$ cat config.mk
export PLATFORM = sky130hd
export DESIGN_NAME = sorted_priority_queue
export DESIGN_NICKNAME = d
export VERILOG_FILES = /design/src/hdl/spq_pkg.sv /design/src/hdl/sorted_priority_queue.sv /design/src/hdl/spq_ctrl.sv /design/src/hdl/spq_datapath.sv
export VERILOG_INCLUDE_DIRS = /design/src /design/src/hdl
export SDC_FILE = /design/constraint.sdc
export NUM_CORES = 2
export LEC_CHECK = 0
export BUFFER_PORTS_ARGS = -buffer_cell sky130_fd_sc_hd__buf_4
export CAP_MARGIN = 20
export CORE_ASPECT_RATIO = 0.5
export CORE_MARGIN = 3
export CORE_UTILIZATION = 55
export DETAILED_ROUTE_END_ITERATION = 12
export PLACE_DENSITY_LB_ADDON = 0.05
export SYNTH_ARGS = -nofsm -noshare
export SYNTH_HDL_FRONTEND = slang
export SYNTH_SLANG_ARGS = --single-unit
$ cat constraint.sdc
create_clock -name clock -period 13.2 [get_ports clock]
set_clock_uncertainty 0.2 [all_clocks]
set_input_delay 1.98 -clock clock [delete_from_list [all_inputs] [get_ports clock]]
set_output_delay 1.98 -clock clock [all_outputs]
set_load 0.05 [all_outputs]
$ cat src/hdl/sorted_priority_queue_defines.svh
// Assertion macros shared by the queue modules.
`ifndef SORTED_PRIORITY_QUEUE_DEFINES_SVH
`define SORTED_PRIORITY_QUEUE_DEFINES_SVH

// Checks a property on every rising clock edge outside of reset.
`define SPQ_ASSERT(lbl, clk, rst, prop, msg) \
   lbl: assert property (@(posedge clk) disable iff (rst) prop) else $error(msg);

// Checks that a condition never holds outside of reset.
`define SPQ_ASSERT_NEVER(lbl, clk, rst, cond, msg) \
   lbl: assert property (@(posedge clk) disable iff (rst) !(cond)) else $error(msg);

`endif

$ cat src/hdl/spq_pkg.sv
package spq_pkg;

   localparam int CAPACITY = 16;
   localparam int IDX_W    = $clog2(CAPACITY);
   localparam int CNT_W    = $clog2(CAPACITY + 1);

   localparam int PRI_W    = 16;
   localparam int TAG_W    = 32;
   localparam int STAT_W   = 2;
   localparam int FILL_W   = 5;

   localparam logic FUNC_ENQ = 1'b0;
   localparam logic FUNC_DEQ = 1'b1;

   localparam logic [STAT_W-1:0] STAT_OK    = 2'd0;
   localparam logic [STAT_W-1:0] STAT_EMPTY = 2'd1;
   localparam logic [STAT_W-1:0] STAT_FULL  = 2'd2;

   // Commands from the controller to the datapath.
   typedef struct packed {
      logic load;     // capture the request fields
      logic insert;   // insert the captured entry in order
      logic remove;   // pop the front entry
      logic respond;  // register the response fields
   } cmd_type;

   // Status from the datapath to the controller.
   typedef struct packed {
      logic func;
      logic full;
      logic empty;
   } stat_type;

endpackage

$ cat src/hdl/sorted_priority_queue.sv
// Channel   | Ports                                          | Handshake
// request   | req_func, req_priority_req, req_tag            | start high while busy is low
// response  | rsp_status, rsp_out_priority, rsp_out_tag,     | rsp_valid for one cycle
//           | rsp_fill                                       |
//
// Each beat passes through capture, execute and response in turn. The next start is taken
// the cycle after the response strobe. All cells compare against the new priority at
// once, so insert and remove each finish within the execute state.
// Reset is synchronous and clears the fill count and controller; the entry cells are
// not cleared, since only cells below the fill count are ever read.
// The receiver cannot stall: each response is shown for exactly one cycle.
module sorted_priority_queue (
   input  logic                                clock,
   input  logic                                reset,
   input  logic                                start,
   output logic                                busy,
   input  logic                                req_func,
   input  logic signed [spq_pkg::PRI_W-1:0]    req_priority_req,
   input  logic        [spq_pkg::TAG_W-1:0]    req_tag,
   output logic                                rsp_valid,
   output logic        [spq_pkg::STAT_W-1:0]   rsp_status,
   output logic signed [spq_pkg::PRI_W-1:0]    rsp_out_priority,
   output logic        [spq_pkg::TAG_W-1:0]    rsp_out_tag,
   output logic        [spq_pkg::FILL_W-1:0]   rsp_fill
);
   import spq_pkg::*;

   cmd_type  cmd;
   stat_type stat;

   spq_ctrl u_ctrl (
      .clock     (clock),
      .reset     (reset),
      .start     (start),
      .busy      (busy),
      .rsp_valid (rsp_valid),
      .stat      (stat),
      .cmd       (cmd)
   );

   spq_datapath u_datapath (
      .clock            (clock),
      .reset            (reset),
      .cmd              (cmd),
      .stat             (stat),
      .req_func         (req_func),
      .req_priority_req (req_priority_req),
      .req_tag          (req_tag),
      .rsp_status       (rsp_status),
      .rsp_out_priority (rsp_out_priority),
      .rsp_out_tag      (rsp_out_tag),
      .rsp_fill         (rsp_fill)
   );

endmodule

$ cat src/hdl/spq_ctrl.sv
`include "sorted_priority_queue_defines.svh"

module spq_ctrl (
   input  logic               clock,
   input  logic               reset,
   input  logic               start,
   output logic               busy,
   output logic               rsp_valid,
   input  spq_pkg::stat_type  stat,
   output spq_pkg::cmd_type   cmd
);
   import spq_pkg::*;

   localparam logic [1:0] S_IDLE = 2'd0;
   localparam logic [1:0] S_EXEC = 2'd1;
   localparam logic [1:0] S_RESP = 2'd2;

   logic [1:0] state_ff;
   logic [1:0] state_in;

   always_comb begin
      state_in = state_ff;
      cmd      = '0;
      unique case (state_ff)
         S_IDLE: begin
            if (start) begin
               cmd.load = 1'b1;
               state_in = S_EXEC;
            end
         end
         S_EXEC: begin
            cmd.insert  = (stat.func == FUNC_ENQ) && !stat.full;
            cmd.remove  = (stat.func == FUNC_DEQ) && !stat.empty;
            cmd.respond = 1'b1;
            state_in    = S_RESP;
         end
         S_RESP: begin
            state_in = S_IDLE;
         end
         default: begin
            state_in = S_IDLE;
         end
      endcase
   end

   always_ff @(posedge clock) begin
      if (reset) begin
         state_ff <= S_IDLE;
      end else begin
         state_ff <= state_in;
      end
   end

   assign busy      = (state_ff != S_IDLE);
   assign rsp_valid = (state_ff == S_RESP);

   `SPQ_ASSERT(a_accept_exec, clock, reset, (start && !busy) |=> (state_ff == S_EXEC), "accepted beat did not reach execute")
   `SPQ_ASSERT(a_resp_single, clock, reset, rsp_valid |=> !rsp_valid, "response strobe held longer than one cycle")
   `SPQ_ASSERT_NEVER(a_ins_rem, clock, reset, cmd.insert && cmd.remove, "insert and remove issued together")

endmodule

$ cat src/hdl/spq_datapath.sv
`include "sorted_priority_queue_defines.svh"

module spq_datapath (
   input  logic                                clock,
   input  logic                                reset,
   input  spq_pkg::cmd_type                    cmd,
   output spq_pkg::stat_type                   stat,
   input  logic                                req_func,
   input  logic signed [spq_pkg::PRI_W-1:0]    req_priority_req,
   input  logic        [spq_pkg::TAG_W-1:0]    req_tag,
   output logic        [spq_pkg::STAT_W-1:0]   rsp_status,
   output logic signed [spq_pkg::PRI_W-1:0]    rsp_out_priority,
   output logic        [spq_pkg::TAG_W-1:0]    rsp_out_tag,
   output logic        [spq_pkg::FILL_W-1:0]   rsp_fill
);
   import spq_pkg::*;

   // Captured request.
   logic                    func_ff;
   logic signed [PRI_W-1:0] pri_ff;
   logic        [TAG_W-1:0] tag_ff;

   // Sorted entry cells, front entry in cell 0.
   logic signed [PRI_W-1:0] ent_pri_ff [CAPACITY];
   logic        [TAG_W-1:0] ent_tag_ff [CAPACITY];
   logic signed [PRI_W-1:0] ent_pri_in [CAPACITY];
   logic        [TAG_W-1:0] ent_tag_in [CAPACITY];

   logic [CNT_W-1:0] count_ff;
   logic [CNT_W-1:0] count_in;

   logic [STAT_W-1:0]       status_ff;
   logic signed [PRI_W-1:0] opri_ff;
   logic [TAG_W-1:0]        otag_ff;

   // A cell stays put when it holds an entry of greater or equal priority.
   // Because the cells are sorted, these flags form a prefix.
   logic [CAPACITY-1:0] keep;

   always_comb begin
      for (int i = 0; i < CAPACITY; i++) begin
         keep[i] = (CNT_W'(i) < count_ff) && (ent_pri_ff[i] >= pri_ff);
      end
   end

   for (genvar g = 0; g < CAPACITY; g++) begin : g_cell
      logic signed [PRI_W-1:0] ins_pri;
      logic        [TAG_W-1:0] ins_tag;
      logic signed [PRI_W-1:0] up_pri;
      logic        [TAG_W-1:0] up_tag;

      if (g == 0) begin : g_head
         assign ins_pri = pri_ff;
         assign ins_tag = tag_ff;
      end else begin : g_body
         assign ins_pri = keep[g-1] ? pri_ff : ent_pri_ff[g-1];
         assign ins_tag = keep[g-1] ? tag_ff : ent_tag_ff[g-1];
      end

      if (g == CAPACITY - 1) begin : g_tail
         assign up_pri = ent_pri_ff[g];
         assign up_tag = ent_tag_ff[g];
      end else begin : g_mid
         assign up_pri = ent_pri_ff[g+1];
         assign up_tag = ent_tag_ff[g+1];
      end

      always_comb begin
         ent_pri_in[g] = ent_pri_ff[g];
         ent_tag_in[g] = ent_tag_ff[g];
         if (cmd.insert && !keep[g]) begin
            ent_pri_in[g] = ins_pri;
            ent_tag_in[g] = ins_tag;
         end else if (cmd.remove) begin
            ent_pri_in[g] = up_pri;
            ent_tag_in[g] = up_tag;
         end
      end

      always_ff @(posedge clock) begin
         ent_pri_ff[g] <= ent_pri_in[g];
         ent_tag_ff[g] <= ent_tag_in[g];
      end
   end

   always_comb begin
      count_in = count_ff;
      if (cmd.insert) begin
         count_in = count_ff + 1'b1;
      end else if (cmd.remove) begin
         count_in = count_ff - 1'b1;
      end
   end

   always_ff @(posedge clock) begin
      if (reset) begin
         count_ff <= '0;
      end else begin
         count_ff <= count_in;
      end
   end

   always_ff @(posedge clock) begin
      if (cmd.load) begin
         func_ff <= req_func;
         pri_ff  <= req_priority_req;
         tag_ff  <= req_tag;
      end
   end

   always_ff @(posedge clock) begin
      if (cmd.respond) begin
         if (cmd.insert || cmd.remove) begin
            status_ff <= STAT_OK;
         end else if (func_ff == FUNC_ENQ) begin
            status_ff <= STAT_FULL;
         end else begin
            status_ff <= STAT_EMPTY;
         end
         opri_ff <= cmd.remove ? ent_pri_ff[0] : '0;
         otag_ff <= cmd.remove ? ent_tag_ff[0] : '0;
      end
   end

   assign stat.func  = func_ff;
   assign stat.full  = (count_ff == CNT_W'(CAPACITY));
   assign stat.empty = (count_ff == '0);

   assign rsp_status       = status_ff;
   assign rsp_out_priority = opri_ff;
   assign rsp_out_tag      = otag_ff;
   assign rsp_fill         = FILL_W'(count_ff);

   `SPQ_ASSERT_NEVER(a_count_max, clock, reset, count_ff > CNT_W'(CAPACITY), "fill count beyond capacity")
   `SPQ_ASSERT(a_insert_grow, clock, reset, cmd.insert |=> (count_ff == CNT_W'($past(count_ff) + 1'b1)), "insert did not grow the queue")
   `SPQ_ASSERT(a_remove_shrink, clock, reset, cmd.remove |=> (count_ff == CNT_W'($past(count_ff) - 1'b1)), "remove did not shrink the queue")

endmodule

==> results.py <==
metrics = {
    "layout": {
        "final_cell_count_no_fill": 5399,
        "drive_above_1_share_pct": 7.97,
        "fill_cells": 7001,
        "design_area_um2": 52200,
        "areaGrowthSynthToFinish_pct": 9.33,
        "nets": 4492,
    },
    "setup_path": {
        "startpoint_type": "flip-flop",
        "crit_chain": "inv_1 > ha_1 > and3_1 > and4_1 > or4_1 > mux2i_1 > o22ai_4 > buf_4 > and2_2 > buf_4 > nand2b_2 > buf_4",
        "crit_type": "reg2reg",
        "slowest_stage": "inv_1",
        "critical_path_arrival_ps": 5780,
        "critPathRequiredTime_ps": 13320,
        "max_stage_delay_ps": 670,
        "crit_path_frequent_cell": "buf_4",
        "worst_setup_path_end_kind": "flip-flop",
        "path_max_fanout": 49,
    },
    "clock_network": {
        "cts_hold_buf": 0,
        "postCtsSetupBuffers": 0,
        "numCtsBuffers": 81,
        "cts_sinks": 874,
        "worstSkewPairLatency_ps": 680,
        "root_buffer": "clkbuf_16",
        "cts_resized": 0,
        "path_clk_slew_ps": 70,
        "htreeDepth": 3,
        "cts_tree": "built",
        "clock_path_buffers": 3,
    },
    "sta": {
        "final_max_slew_viol_count": 0,
        "setup_tns_ps": 0,
        "rsz0062_at_grt": "false",
        "hold_viol_final": 0,
        "min_period_over_period_pct": 42.9,
        "fin_ws_ps": 7540,
        "fmax_mhz": 177,
        "slew-limit-headroom_pct": 30.4,
        "finalSetupViolCount": 0,
        "min_period_ps": 5660,
        "worst_pin_slew_ps": 1040,
    },
    "place": {
        "dpl.hpwl_mm": 86.2,
        "pre_cts_slack_ps": 7600,
        "dp.cells": 5252,
        "gp_congestion": 0.904,
        "dpl_cell_area_um2": 49500,
        "io_buffers": 108,
    },
    "grt": {
        "grt_use_total_pct": 27.0,
        "grt_first_pass_wirelength_mm": 195,
        "antenna_found_initial": 0,
        "grt_max_degree": 91,
        "grt_pass1_vias": 33600,
        "grt-ovfl-total": 0,
    },
    "logic_synthesis": {
        "synth_edf_count": 867,
        "synth-seq-cells": 874,
        "syn_area_per_cell_um2": 11.3,
        "synthCells": 4227,
        "ys_async_sr_fraction_pct": 0,
        "synth-main-ff-cell": "edfxtp_1",
        "yosysSeqAreaShare_pct": 54.9,
        "synth_area_um2": 47700,
        "yosysWarnings": 0,
        "ys_types": 62,
        "synth_fp_nets": 4538,
    },
    "pwr": {
        "leakage_nw": 20.8,
        "p_total_mw": 6.55,
        "irDropWorstVdd_mv": 0.0970,
        "power_density_nw_per_um2": 125,
    },
    "drt": {
        "vias_per_cell": 6.17,
        "vias": 33300,
        "drt_iter0_drc": 2783,
        "wire_per_inst_um": 23.1,
        "ant_nets": 0,
        "totalWireLength_mm": 125,
        "drc_errors": 0,
        "drt_pre_antenna_iters": 6,
    },
    "floorplanning": {
        "rows": 75,
        "dieArea_um2": 90500,
        "die_w_um": 423,
        "die_h_um": 214,
        "design.core.area_um2": 84900,
        "initial_core_util_pct": 56.2,
        "pin_count": 109,
    },
    "run": {
        "maxCapViolations": 0,
    },
    "worst_hold_path": {
        "hold_path.class": "reg2reg",
    },
    "status": {
        "status": "finished, final reports clean",
    },
}
[Yosys cell counts, types with 2 or more instances]
cell type / n / share of area, %
mux2_1: 81 / 1.9
nor3_1: 10 / 0.10
ha_1: 259 / 6.8
a221oi_1: 3 / 0.055
xor2_1: 4 / 0.073
mux2i_1: 612 / 13
inv_1: 43 / 0.34
and3_1: 5 / 0.066
nor2b_1: 17 / 0.22
a211oi_1: 8 / 0.13
o21ai_1: 364 / 3.8
nor2_1: 383 / 3.0
buf_1: 44 / 0.35
edfxtp_1: 867 / 55
nor4_1: 9 / 0.12
o21a_1: 7 / 0.11
a221o_1: 2 / 0.042
xnor2_1: 3 / 0.055
a2111oi_0: 10 / 0.18
or4_1: 4 / 0.063
buf_4: 9 / 0.14
and2_1: 55 / 0.72
dfxtp_1: 7 / 0.29
clkbuf_1: 178 / 1.4
buf_2: 76 / 0.80
o211ai_1: 11 / 0.17
a21o_1: 29 / 0.46
nand2b_1: 21 / 0.28
nand3_1: 30 / 0.31
nand2_1: 416 / 3.3
or2_1: 2 / 0.026
or3_1: 2 / 0.026
o21ai_0: 24 / 0.25
o31ai_1: 2 / 0.031
a21oi_1: 552 / 5.8
a31oi_1: 4 / 0.052
nand4_1: 38 / 0.50
a41oi_1: 2 / 0.037
a21boi_0: 2 / 0.031
and4_1: 8 / 0.15
nor4b_1: 2 / 0.037
o22ai_1: 2 / 0.026
[flip-flops by register name, summed over array words and instances, names as in the netlist]
name and count:
u_datapath.func_ff 1, u_datapath.rsp_out_tag 32, u_datapath.rsp_out_priority 16, u_ctrl.state_ff 2
u_datapath.rsp_status 2, u_datapath.ent_tag_ff 512, u_datapath.ent_pri_ff 256, u_datapath.rsp_fill 5
u_datapath.g_cell.ins_tag 32, u_datapath.g_cell.ins_pri 16
[layer usage]
metal	vias up	global-route usage (%)	wire [um]
met4	0	5.20	1890
met3	139	5.00	7360
met1	16700	40.1	59500
met2	845	41.7	55800
li1	15600	-	-
met5	-	0	0
[path summary, 6_finish.rpt]
check	startpoint	end	slack [ps]	cells past startpoint
max reg2reg	u_datapath.g_cell[0].ins_pri[14]	u_datapath.ent_pri_ff[1][38]	7540	12
min	u_datapath.ent_tag_ff[0][8]	u_datapath.rsp_out_tag[8]	360	1
max	u_datapath.g_cell[0].ins_pri[14]	u_datapath.ent_pri_ff[1][38]	7540	12
min reg2reg	u_datapath.ent_tag_ff[0][8]	u_datapath.rsp_out_tag[8]	360	1
[cell families after synthesis]
logic type / synth area share (%)
AO/OA/AOI/OAI: 11.5
XOR/XNOR: 0.128
adder cells (fa/ha/maj): 6.79
buffers and inverters: 3.04
flip-flops: 54.9
multiplexers: 14.8
AND/OR/NAND/NOR: 8.95
[critical path: cells and delay by family, from the launching register on]
| family | cells | cell delay [ps] |
|---|---|---|
| AO/OA/AOI/OAI | 1 | 130 |
| adder cells (fa/ha/maj) | 1 | 390 |
| buffers and inverters | 4 | 2050 |
| flip-flops | 1 | 590 |
| multiplexers | 1 | 180 |
| AND/OR/NAND/NOR | 5 | 1640 |
[area by class of cell]
class                   instances  area (um2)  share of cell area (%)
flip-flops and latches        874       26200                    50.2
multi-input cells            3001       20400                    39.1
clock buffers                 100        2140                    4.10
well taps                    1155        1450                    2.77
repair buffers                178        1350                    2.58
clock inverters                45         509                   0.976
inverters                      45         169                   0.324
diodes                          1        2.50                 0.00480
[per-stage QoR]
stage	hold slack, ps	util (%)
final	358	61.4
after global routing	375	61.4
after CTS	360	61.4
after detailed placement	342	58.3
after global placement	337	58.3
after floorplan	289	-
[power by group]
group,switching (mW),leakage (nW),internal (mW)
combinational,0.482,11.5,0.263
clock,1.09,1.29,1.35
sequential,0.126,8.02,3.23
total,1.70,20.8,4.84
[cell usage in the layout, fill, tap and decap left out, types with 8 or more instances in the layout]
cell type / instances
o211ai_1: 11
o21ai_0: 24
clkbuf_1: 18
a2111oi_0: 10
nor3_1: 8
nand3_1: 29
nand2b_2: 8
nor2b_1: 17
mux2i_1: 611
a21o_1: 28
inv_1: 42
edfxtp_1: 867
buf_4: 176
nor4_1: 9
and2_1: 49
nand4_1: 38
nand2b_1: 10
nand2_1: 406
a21oi_1: 548
ha_1: 259
o21ai_1: 362
clkinv_1: 21
clkbuf_16: 83
and4_1: 8
mux2_1: 81
nor2_1: 381
bufinv_16: 10
clkinv_2: 9
No activity file was read; power rests on OpenSTA's default activity.
